--- src/wsd_pkg.sv ---
// ----------------------------------------------------------------------------
// wsd_pkg
// Shared types and constants for the WebSocket frame deframer.
// ----------------------------------------------------------------------------
`default_nettype none

package wsd_pkg;

    localparam int QUEUE_DEPTH = 4;
    localparam int QUEUE_AW    = $clog2(QUEUE_DEPTH);

    localparam logic [3:0] OP_CLOSE    = 4'h8;
    localparam logic [3:0] OP_PING     = 4'h9;
    localparam logic [7:0] PONG_HEADER = 8'h8A;
    localparam logic [6:0] LEN_EXT     = 7'd126;

    // One classified entry from the parser. A pong pair expands into the
    // pong header byte followed by the length byte held in data.
    typedef struct packed {
        logic       pong_pair;
        logic       dest;
        logic [7:0] data;
        logic [3:0] opcode;
        logic       last;
        logic       empty;
        logic       err;
        logic       closed;
    } t_cmd;

    typedef struct packed {
        logic full;
        logic empty;
    } t_queue_status;

endpackage

`default_nettype wire

--- src/websocket_frame_deframer_unit.sv ---
// ----------------------------------------------------------------------------
// websocket_frame_deframer_unit
// Receive-side deframer for unmasked WebSocket frames with pong generation.
// ----------------------------------------------------------------------------
//  channel  | direction | handshake         | payload
//  ---------+-----------+-------------------+-----------------------------------
//  rx       | in        | i_valid / o_stall | i_rx_byte
//  result   | out       | o_valid / i_stall | o_dest, o_out_byte, o_frame_opcode,
//           |           |                   | o_last, o_empty_frame,
//           |           |                   | o_control_error, o_link_closed
//
// One byte per cycle is parsed while the result queue is not full; results pass
// through a queue entry into the output register. A ping header makes two results,
// which leave the output register in turn from a single queue entry.
// o_stall rises only while the 4-entry result queue is full.
// Synchronous active-low reset returns the parser to the first header byte and
// reopens the link; after a close frame every byte is taken and dropped.
// ----------------------------------------------------------------------------
`default_nettype none

module websocket_frame_deframer_unit (
    input  wire        i_clk,
    input  wire        i_rst_n,
    input  wire        i_valid,
    output logic       o_stall,
    input  wire  [7:0] i_rx_byte,
    output logic       o_valid,
    input  wire        i_stall,
    output logic       o_dest,
    output logic [7:0] o_out_byte,
    output logic [3:0] o_frame_opcode,
    output logic       o_last,
    output logic       o_empty_frame,
    output logic       o_control_error,
    output logic       o_link_closed
);
    import wsd_pkg::*;

    t_cmd          push_cmd;
    t_cmd          head_cmd;
    t_queue_status q_status;
    logic          push;
    logic          pop;

    wsd_front u_front (
        .i_clk      (i_clk),
        .i_rst_n    (i_rst_n),
        .i_valid    (i_valid),
        .i_rx_byte  (i_rx_byte),
        .i_q_status (q_status),
        .o_stall    (o_stall),
        .o_push     (push),
        .o_cmd      (push_cmd)
    );

    wsd_queue u_queue (
        .i_clk    (i_clk),
        .i_rst_n  (i_rst_n),
        .i_push   (push),
        .i_cmd    (push_cmd),
        .i_pop    (pop),
        .o_cmd    (head_cmd),
        .o_status (q_status)
    );

    wsd_back u_back (
        .i_clk           (i_clk),
        .i_rst_n         (i_rst_n),
        .i_cmd           (head_cmd),
        .i_q_status      (q_status),
        .i_stall         (i_stall),
        .o_pop           (pop),
        .o_valid         (o_valid),
        .o_dest          (o_dest),
        .o_out_byte      (o_out_byte),
        .o_frame_opcode  (o_frame_opcode),
        .o_last          (o_last),
        .o_empty_frame   (o_empty_frame),
        .o_control_error (o_control_error),
        .o_link_closed   (o_link_closed)
    );

endmodule

`default_nettype wire

--- src/wsd_front.sv ---
// ----------------------------------------------------------------------------
// wsd_front
// Header parser: takes one received byte per transfer, tracks the frame
// phase and pushes classified entries into the result queue.
// ----------------------------------------------------------------------------
`default_nettype none

module wsd_front (
    input  wire                   i_clk,
    input  wire                   i_rst_n,
    input  wire                   i_valid,
    input  wire  [7:0]            i_rx_byte,
    input  wsd_pkg::t_queue_status i_q_status,
    output logic                  o_stall,
    output logic                  o_push,
    output wsd_pkg::t_cmd         o_cmd
);
    import wsd_pkg::*;

    typedef enum logic [2:0] {
        PH_HDR0,
        PH_HDR1,
        PH_EXT_HI,
        PH_EXT_LO,
        PH_PAYLOAD,
        PH_SKIP_HI,
        PH_SKIP_LO,
        PH_SKIP
    } t_phase;

    t_phase      r_phase,  n_phase;
    logic [3:0]  r_opcode, n_opcode;
    logic [15:0] r_rem,    n_rem;
    logic [7:0]  r_hi,     n_hi;
    logic        r_closed, n_closed;

    logic        accept;
    logic        body_go;
    logic [15:0] body_len;
    logic [15:0] rem_dec;
    logic [6:0]  len7;
    logic        is_ping;
    logic        is_close;
    t_cmd        cmd;
    logic        push;

    assign o_stall  = i_q_status.full;
    assign accept   = i_valid && !i_q_status.full;
    assign rem_dec  = r_rem - 16'd1;
    assign len7     = i_rx_byte[6:0];
    assign is_ping  = (r_opcode == OP_PING);
    assign is_close = (r_opcode == OP_CLOSE);

    always_comb begin
        n_phase  = r_phase;
        n_opcode = r_opcode;
        n_rem    = r_rem;
        n_hi     = r_hi;
        n_closed = r_closed;
        body_go  = 1'b0;
        body_len = 16'd0;
        push     = 1'b0;
        cmd      = '0;
        cmd.opcode = r_opcode;

        if (accept && !r_closed) begin
            unique case (r_phase)
                PH_HDR0: begin
                    n_opcode = i_rx_byte[3:0];
                    n_phase  = PH_HDR1;
                end
                PH_HDR1: begin
                    if (len7 >= LEN_EXT) begin
                        if (is_ping || is_close) begin
                            push      = 1'b1;
                            cmd.last  = 1'b1;
                            cmd.empty = 1'b1;
                            cmd.err   = 1'b1;
                            n_phase   = PH_SKIP_HI;
                        end else begin
                            n_phase = PH_EXT_HI;
                        end
                    end else if (is_ping) begin
                        push          = 1'b1;
                        cmd.pong_pair = 1'b1;
                        cmd.dest      = 1'b1;
                        cmd.data      = {1'b0, len7};
                        cmd.last      = (len7 == 7'd0);
                        if (len7 == 7'd0) begin
                            n_phase = PH_HDR0;
                        end else begin
                            n_rem   = {9'd0, len7};
                            n_phase = PH_PAYLOAD;
                        end
                    end else begin
                        body_go  = 1'b1;
                        body_len = {9'd0, len7};
                    end
                end
                PH_EXT_HI: begin
                    n_hi    = i_rx_byte;
                    n_phase = PH_EXT_LO;
                end
                PH_EXT_LO: begin
                    body_go  = 1'b1;
                    body_len = {r_hi, i_rx_byte};
                end
                PH_PAYLOAD: begin
                    n_rem       = rem_dec;
                    push        = 1'b1;
                    cmd.dest    = is_ping;
                    cmd.data    = i_rx_byte;
                    cmd.last    = (rem_dec == 16'd0);
                    cmd.closed  = (rem_dec == 16'd0) && is_close;
                    if (rem_dec == 16'd0) begin
                        n_phase = PH_HDR0;
                        if (is_close) begin
                            n_closed = 1'b1;
                        end
                    end
                end
                PH_SKIP_HI: begin
                    n_hi    = i_rx_byte;
                    n_phase = PH_SKIP_LO;
                end
                PH_SKIP_LO: begin
                    n_rem   = {r_hi, i_rx_byte};
                    n_phase = ({r_hi, i_rx_byte} == 16'd0) ? PH_HDR0 : PH_SKIP;
                end
                PH_SKIP: begin
                    n_rem = rem_dec;
                    if (rem_dec == 16'd0) begin
                        n_phase = PH_HDR0;
                    end
                end
                default: begin
                    n_phase = PH_HDR0;
                end
            endcase

            // frame body start, shared by short and extended lengths
            if (body_go) begin
                if (body_len == 16'd0) begin
                    push       = 1'b1;
                    cmd.last   = 1'b1;
                    cmd.empty  = 1'b1;
                    cmd.closed = is_close;
                    n_phase    = PH_HDR0;
                    if (is_close) begin
                        n_closed = 1'b1;
                    end
                end else begin
                    n_rem   = body_len;
                    n_phase = PH_PAYLOAD;
                end
            end
        end
    end

    assign o_push = push;
    assign o_cmd  = cmd;

    always_ff @(posedge i_clk) begin
        if (!i_rst_n) begin
            r_phase  <= PH_HDR0;
            r_opcode <= 4'd0;
            r_rem    <= 16'd0;
            r_hi     <= 8'd0;
            r_closed <= 1'b0;
        end else begin
            r_phase  <= n_phase;
            r_opcode <= n_opcode;
            r_rem    <= n_rem;
            r_hi     <= n_hi;
            r_closed <= n_closed;
        end
    end

endmodule

`default_nettype wire

--- src/wsd_queue.sv ---
// ----------------------------------------------------------------------------
// wsd_queue
// Short FIFO of classified entries between parser and output stage.
// ----------------------------------------------------------------------------
`default_nettype none

module wsd_queue (
    input  wire                    i_clk,
    input  wire                    i_rst_n,
    input  wire                    i_push,
    input  wsd_pkg::t_cmd          i_cmd,
    input  wire                    i_pop,
    output wsd_pkg::t_cmd          o_cmd,
    output wsd_pkg::t_queue_status o_status
);
    import wsd_pkg::*;

    t_cmd                r_mem [QUEUE_DEPTH];
    logic [QUEUE_AW-1:0] r_wr_ptr, n_wr_ptr;
    logic [QUEUE_AW-1:0] r_rd_ptr, n_rd_ptr;
    logic [QUEUE_AW:0]   r_count,  n_count;
    logic                do_push;
    logic                do_pop;

    assign o_status.full  = (r_count == QUEUE_AW'(0) + (QUEUE_AW+1)'(QUEUE_DEPTH));
    assign o_status.empty = (r_count == '0);
    assign do_push        = i_push && !o_status.full;
    assign do_pop         = i_pop && !o_status.empty;
    assign o_cmd          = r_mem[r_rd_ptr];

    always_comb begin
        n_wr_ptr = r_wr_ptr;
        n_rd_ptr = r_rd_ptr;
        n_count  = r_count;
        if (do_push) begin
            n_wr_ptr = r_wr_ptr + QUEUE_AW'(1);
        end
        if (do_pop) begin
            n_rd_ptr = r_rd_ptr + QUEUE_AW'(1);
        end
        if (do_push && !do_pop) begin
            n_count = r_count + (QUEUE_AW+1)'(1);
        end else if (do_pop && !do_push) begin
            n_count = r_count - (QUEUE_AW+1)'(1);
        end
    end

    always_ff @(posedge i_clk) begin
        if (do_push) begin
            r_mem[r_wr_ptr] <= i_cmd;
        end
    end

    always_ff @(posedge i_clk) begin
        if (!i_rst_n) begin
            r_wr_ptr <= '0;
            r_rd_ptr <= '0;
            r_count  <= '0;
        end else begin
            r_wr_ptr <= n_wr_ptr;
            r_rd_ptr <= n_rd_ptr;
            r_count  <= n_count;
        end
    end

    a_count_bound: assert property (@(posedge i_clk) disable iff (!i_rst_n)
        r_count <= (QUEUE_AW+1)'(QUEUE_DEPTH))
        else $error("queue count overflow");

    a_no_push_full: assert property (@(posedge i_clk) disable iff (!i_rst_n)
        o_status.full |-> !i_push)
        else $error("entry pushed into full queue");

    a_no_pop_empty: assert property (@(posedge i_clk) disable iff (!i_rst_n)
        o_status.empty |-> !i_pop)
        else $error("pop from empty queue");

endmodule

`default_nettype wire

--- src/wsd_back.sv ---
// ----------------------------------------------------------------------------
// wsd_back
// Output stage: pops queue entries, expands pong pairs into two results and
// holds the current result in an output register until it is transferred.
// ----------------------------------------------------------------------------
`default_nettype none

module wsd_back (
    input  wire                    i_clk,
    input  wire                    i_rst_n,
    input  wsd_pkg::t_cmd          i_cmd,
    input  wsd_pkg::t_queue_status i_q_status,
    input  wire                    i_stall,
    output logic                   o_pop,
    output logic                   o_valid,
    output logic                   o_dest,
    output logic [7:0]             o_out_byte,
    output logic [3:0]             o_frame_opcode,
    output logic                   o_last,
    output logic                   o_empty_frame,
    output logic                   o_control_error,
    output logic                   o_link_closed
);
    import wsd_pkg::*;

    logic r_valid, n_valid;
    t_cmd r_out,   n_out;
    logic r_pend_v, n_pend_v;
    t_cmd r_pend,  n_pend;
    logic load;

    assign load = !r_valid || !i_stall;

    always_comb begin
        n_valid  = r_valid;
        n_out    = r_out;
        n_pend_v = r_pend_v;
        n_pend   = r_pend;
        o_pop    = 1'b0;
        if (load) begin
            priority if (r_pend_v) begin
                // second half of a pong pair: the length byte
                n_valid           = 1'b1;
                n_out             = r_pend;
                n_out.pong_pair   = 1'b0;
                n_pend_v          = 1'b0;
            end else if (!i_q_status.empty) begin
                o_pop   = 1'b1;
                n_valid = 1'b1;
                n_out   = i_cmd;
                if (i_cmd.pong_pair) begin
                    n_out.data   = PONG_HEADER;
                    n_out.last   = 1'b0;
                    n_pend_v     = 1'b1;
                    n_pend       = i_cmd;
                end
            end else begin
                n_valid = 1'b0;
            end
        end
    end

    always_ff @(posedge i_clk) begin
        if (!i_rst_n) begin
            r_valid  <= 1'b0;
            r_pend_v <= 1'b0;
        end else begin
            r_valid  <= n_valid;
            r_pend_v <= n_pend_v;
        end
        r_out  <= n_out;
        r_pend <= n_pend;
    end

    assign o_valid         = r_valid;
    assign o_dest          = r_out.dest;
    assign o_out_byte      = r_out.data;
    assign o_frame_opcode  = r_out.opcode;
    assign o_last          = r_out.last;
    assign o_empty_frame   = r_out.empty;
    assign o_control_error = r_out.err;
    assign o_link_closed   = r_out.closed;

    a_pend_shown: assert property (@(posedge i_clk) disable iff (!i_rst_n)
        r_pend_v |-> (r_valid && r_out.dest && (r_out.data == PONG_HEADER)))
        else $error("pong length pending without header on output");

    a_no_pop_pend: assert property (@(posedge i_clk) disable iff (!i_rst_n)
        r_pend_v |-> !o_pop)
        else $error("queue popped while pong length pending");

    a_pair_follow: assert property (@(posedge i_clk) disable iff (!i_rst_n)
        (r_pend_v && !i_stall) |=> (r_valid && r_out.dest && !r_pend_v))
        else $error("pong length did not follow header");

endmodule

`default_nettype wire

--- config.mk ---
export PLATFORM = sky130hd
export DESIGN_NAME = websocket_frame_deframer_unit
export DESIGN_NICKNAME = d
export VERILOG_FILES = /design/src/wsd_pkg.sv /design/src/websocket_frame_deframer_unit.sv /design/src/wsd_front.sv /design/src/wsd_queue.sv /design/src/wsd_back.sv
export SDC_FILE = /design/constraint.sdc
export NUM_CORES = 1
export LEC_CHECK = 0
export BUFFER_PORTS_ARGS = -buffer_cell sky130_fd_sc_hd__buf_2
export CORE_MARGIN = 5
export CORE_UTILIZATION = 30
export DETAILED_ROUTE_END_ITERATION = 7
export PLACE_DENSITY = 0.46
export SYNTH_ARGS = -nofsm -noshare
export SYNTH_HDL_FRONTEND = slang
export SYNTH_SLANG_ARGS = --single-unit
--- constraint.sdc ---
create_clock -name i_clk -period 6.7 [get_ports i_clk]
set_input_delay 0.335 -clock i_clk [delete_from_list [all_inputs] [get_ports i_clk]]
set_output_delay 0.335 -clock i_clk [all_outputs]
set_load 0.02 [all_outputs]
==> flow_metrics.tcl <==
set metrics [dict create \
    core_um2 21900 \
    cts_sinks 149 \
    grt_pass1_vias 4327 \
    grt.total_usage 0.126 \
    cts_tree "built" \
    wl_per_cell_um 18.6 \
    period_needed_ns 3.44 \
    dr.first_iter.drc_count 301 \
    critPathSlowestCell "dfxtp_1" \
    dieArea_um2 25400 \
    antenna_found_initial 0 \
    ant_nets 0 \
    power_w 0.00321 \
    rows 54 \
    critPathRequiredTime_ns 7.03 \
    peakVddDrop_v 0.000195 \
    rsz0062_at_grt "false" \
    maxCapViolCount 0 \
    synth_edf_count 106 \
    syn-instance-count 525 \
    crit_end "u_queue.r_count[2]$_SDFFE_PN0P_" \
    timing.final.ws_setup_ns 3.26 \
    post-place-ws_ns 3.31 \
    start_util 0.306 \
    io_pins 31 \
    drc 0 \
    clk_latency_ns 0.42 \
    worstReg2RegEnd "u_queue.r_count[2]$_SDFFE_PN0P_" \
    synth_area_leaders "edfxtp_1 47%, dfxtp_1 13%, mux4_2 5.7%, nand2_1 2.5%, mux2i_1 2.2%" \
    die_w_um 160 \
    ys_warn_count 0 \
    dr.pass1.iters 5 \
    clock.fmax_mhz 291 \
    dp.cells 817 \
    wirelength_mm 15.8 \
    critPathBufInv 1 \
    vias_per_cell 5.01 \
    synth_top_flop_cell "edfxtp_1" \
    grt_max_degree 42 \
    nets 576 \
    hold_path.class "input pin to flip-flop" \
    antenna_cells 0 \
    worstSetupPathType "flip-flop to flip-flop" \
    numCtsBuffers 17 \
    cts_hold_buffers 0 \
    r2r_setup_slack_ns 3.26 \
    r2r_cells 11 \
    htree_levels 4 \
    timing.final.hold_violations 0 \
    worstPathArrival_ns 3.77 \
    cts_root_buffer "clkbuf_16" \
    clk_path_buf_depth 2 \
    worstPathCellList "nand2b_1, a311oi_2, nand2_1, a21oi_1, o21a_2, ha_1, inv_1, fa_1, xor2_1, or3_1, a21boi_0" \
    status "completed" \
    yosysTopAreaCell "edfxtp_1" \
    tightestPinTransition_ns 0.994 \
    syn_avg_cell_area_um2 12.8 \
    ys_ff_latch 149 \
    gr-total-overflow 0 \
    cp.depth 11 \
    synth_cell_types 67 \
    leakagePower_nw 2.62 \
    grt_pass1_wl_mm 25.3 \
    synthToLayoutAreaGrowth_pct 15.5 \
    skew_ns 0.0155 \
    async_flop_share 0 \
    clk_pin_slew_ns 0.07 \
    fin_tns_setup_ns 0 \
    netlist_area_um2 6710 \
    syn-num-nets 545 \
    reg2reg_from "u_front.r_phase[0]$_SDFFE_PN0P_" \
    critical_path.startpoint_type "flip-flop" \
    finalNonFillerCells 849 \
    vias 4257 \
    fin_crit_sh 0.513 \
    critPathCaptureType "flip-flop" \
    cp_slowest_stage_delay_ns 0.51 \
    crit_start "u_front.r_phase[0]$_SDFFE_PN0P_" \
    seq_area_frac_synth 0.603 \
    cts_setup_buffers 0 \
    portBuffers 30 \
    maxSlewViolCount 0 \
    place.gp.congestion 0.877 \
    synth_top_area_frac 0.475 \
    cts_resized 0 \
    dp_hpwl_mm 10.9 \
    critPathTopFamily "compound AO/OA/AOI/OAI gates" \
    drive_gt1_frac 0.200 \
    die_h_um 160 \
    finalSetupViolations 0 \
    critPathMaxFanout 10 \
    p_per_area_nw_per_um2 414 \
    slew_headroom 0.337 \
]
[registers in the layout (all words and copies together) (netlist names), named ones only]
signal and count:
u_back.r_pend_v 1, u_front.r_rem 16, u_back.o_empty_frame 1, u_back.o_dest 1, u_queue.r_wr_ptr 2, u_back.r_pend 17
u_back.o_frame_opcode 4, u_back.o_link_closed 1, u_back.o_out_byte 8, u_back.o_control_error 1, u_back.o_valid 1, u_front.r_phase 3
u_queue.r_count 3, u_back.o_last 1, u_queue.r_rd_ptr 2, u_front.r_hi 8, u_queue.r_mem 72, u_front.r_opcode 4
u_front.r_closed 1
[logic make-up (layout without fill, tap and decap cells)]
kind of cell,Yosys count,count (layout),share of synthesized area
compound gates,110,110,0.109
xor+xnor,12,12,0.0157
fa+ha+maj,8,8,0.0160
buf+inv,33,77,0.0211
flops,149,149,0.603
mux,42,42,0.0963
simple gates,171,171,0.139
[worst min-delay path by stage]
stage	from	endpoint	slack, ns	cells after the start
finish	i_stall	u_back.o_valid$_SDFFE_PN0N_	0.22	3
global route	i_rx_byte[4]	u_front.r_rem[4]$_SDFFE_PN0P_	0.22	2
CTS	i_stall	u_back.o_valid$_SDFFE_PN0N_	0.20	3
detailed placement	u_front.r_rem[6]$_SDFFE_PN0P_	u_front.r_rem[6]$_SDFFE_PN0P_	0.51	2
global placement	u_queue.r_wr_ptr[1]$_SDFFE_PN0P_	u_queue.r_wr_ptr[1]$_SDFFE_PN0P_	0.49	2
floorplan	i_rx_byte[3]	u_front.r_rem[3]$_SDFFE_PN0P_	0.45	1
[stage by stage]
step           cell area [um^2]  utilization  hold WS [ns]
2_1_floorplan              6710            -         0.452
4_1_cts                    7750        0.354         0.197
3_3_place_gp               7140        0.326         0.486
3_5_place_dp               7140        0.326         0.509
6_report                   7750        0.354         0.216
5_1_grt                    7750        0.354         0.216
[per-layer routing]
metal  up-vias  global-route usage  part of all wire  wire length, um
li1       2049                   -                 -                -
met1      2109               0.165              0.46             7260
met2        86               0.210              0.49             7810
met3        13              0.0298             0.033              524
met4         0              0.0384             0.013              201
met5         -                   0                 0                0
[layout make-up]
class	instances	area, um^2
Timing Repair Buffer	35	188
Multi-Input combinational cell	343	2520
Clock buffer	18	439
Clock inverter	14	164
Fill cell	2178	14100
Tap cell	280	350
Inverter	10	37.5
Sequential cell	149	4040
[cell usage in the layout, fill, tap and decap left out, types with 4 or more instances in the layout]
| master | netlist | routed |
|---|---|---|
| nor2b_1 | 19 | 19 |
| inv_1 | 10 | 10 |
| mux2i_1 | 15 | 15 |
| nor3_1 | 7 | 7 |
| nor4_1 | 5 | 5 |
| nand3_1 | 12 | 12 |
| buf_4 | 1 | 5 |
| o21ai_0 | 26 | 26 |
| xnor2_1 | 10 | 10 |
| o21ai_1 | 6 | 6 |
| edfxtp_1 | 106 | 106 |
| nand2b_1 | 4 | 4 |
| o221ai_1 | 4 | 4 |
| clkbuf_16 | 0 | 17 |
| dfxtp_1 | 43 | 43 |
| nand2_1 | 45 | 45 |
| o211ai_1 | 5 | 5 |
| ha_1 | 7 | 7 |
| and2_1 | 20 | 20 |
| a22oi_1 | 7 | 7 |
| mux4_2 | 17 | 17 |
| mux2_2 | 10 | 10 |
| buf_2 | 5 | 30 |
| and3_1 | 5 | 5 |
| nor2_1 | 29 | 29 |
| inv_8 | 0 | 4 |
| a21oi_1 | 28 | 27 |
[report_power, final]
| part | internal [W] | leakage [nW] | total, W | switching [W] |
|---|---|---|---|---|
| Combinational | 0.000356 | 0.986 | 0.000927 | 0.000571 |
| Sequential | 0.00121 | 1.33 | 0.00131 | 0.0000975 |
| Clock | 0.000571 | 0.303 | 0.000975 | 0.000404 |
| Total | 0.00214 | 2.62 | 0.00321 | 0.00107 |
[worst min-delay path, delay by kind of cell]
kind,cells,cell delay (ns)
compound gates,1,0.07
buf+inv,1,0.13
simple gates,1,0.06
[cell usage after synthesis (12+ instances only)]
cell and count:
nand2_1 45, a21oi_1 28, nand3_1 12, edfxtp_1 106, o21ai_0 26, and2_1 20
nor2b_1 19, mux2i_1 15, clkbuf_1 16, dfxtp_1 43, nor2_1 29, mux4_2 17
Power figures use the tool's default switching activity.
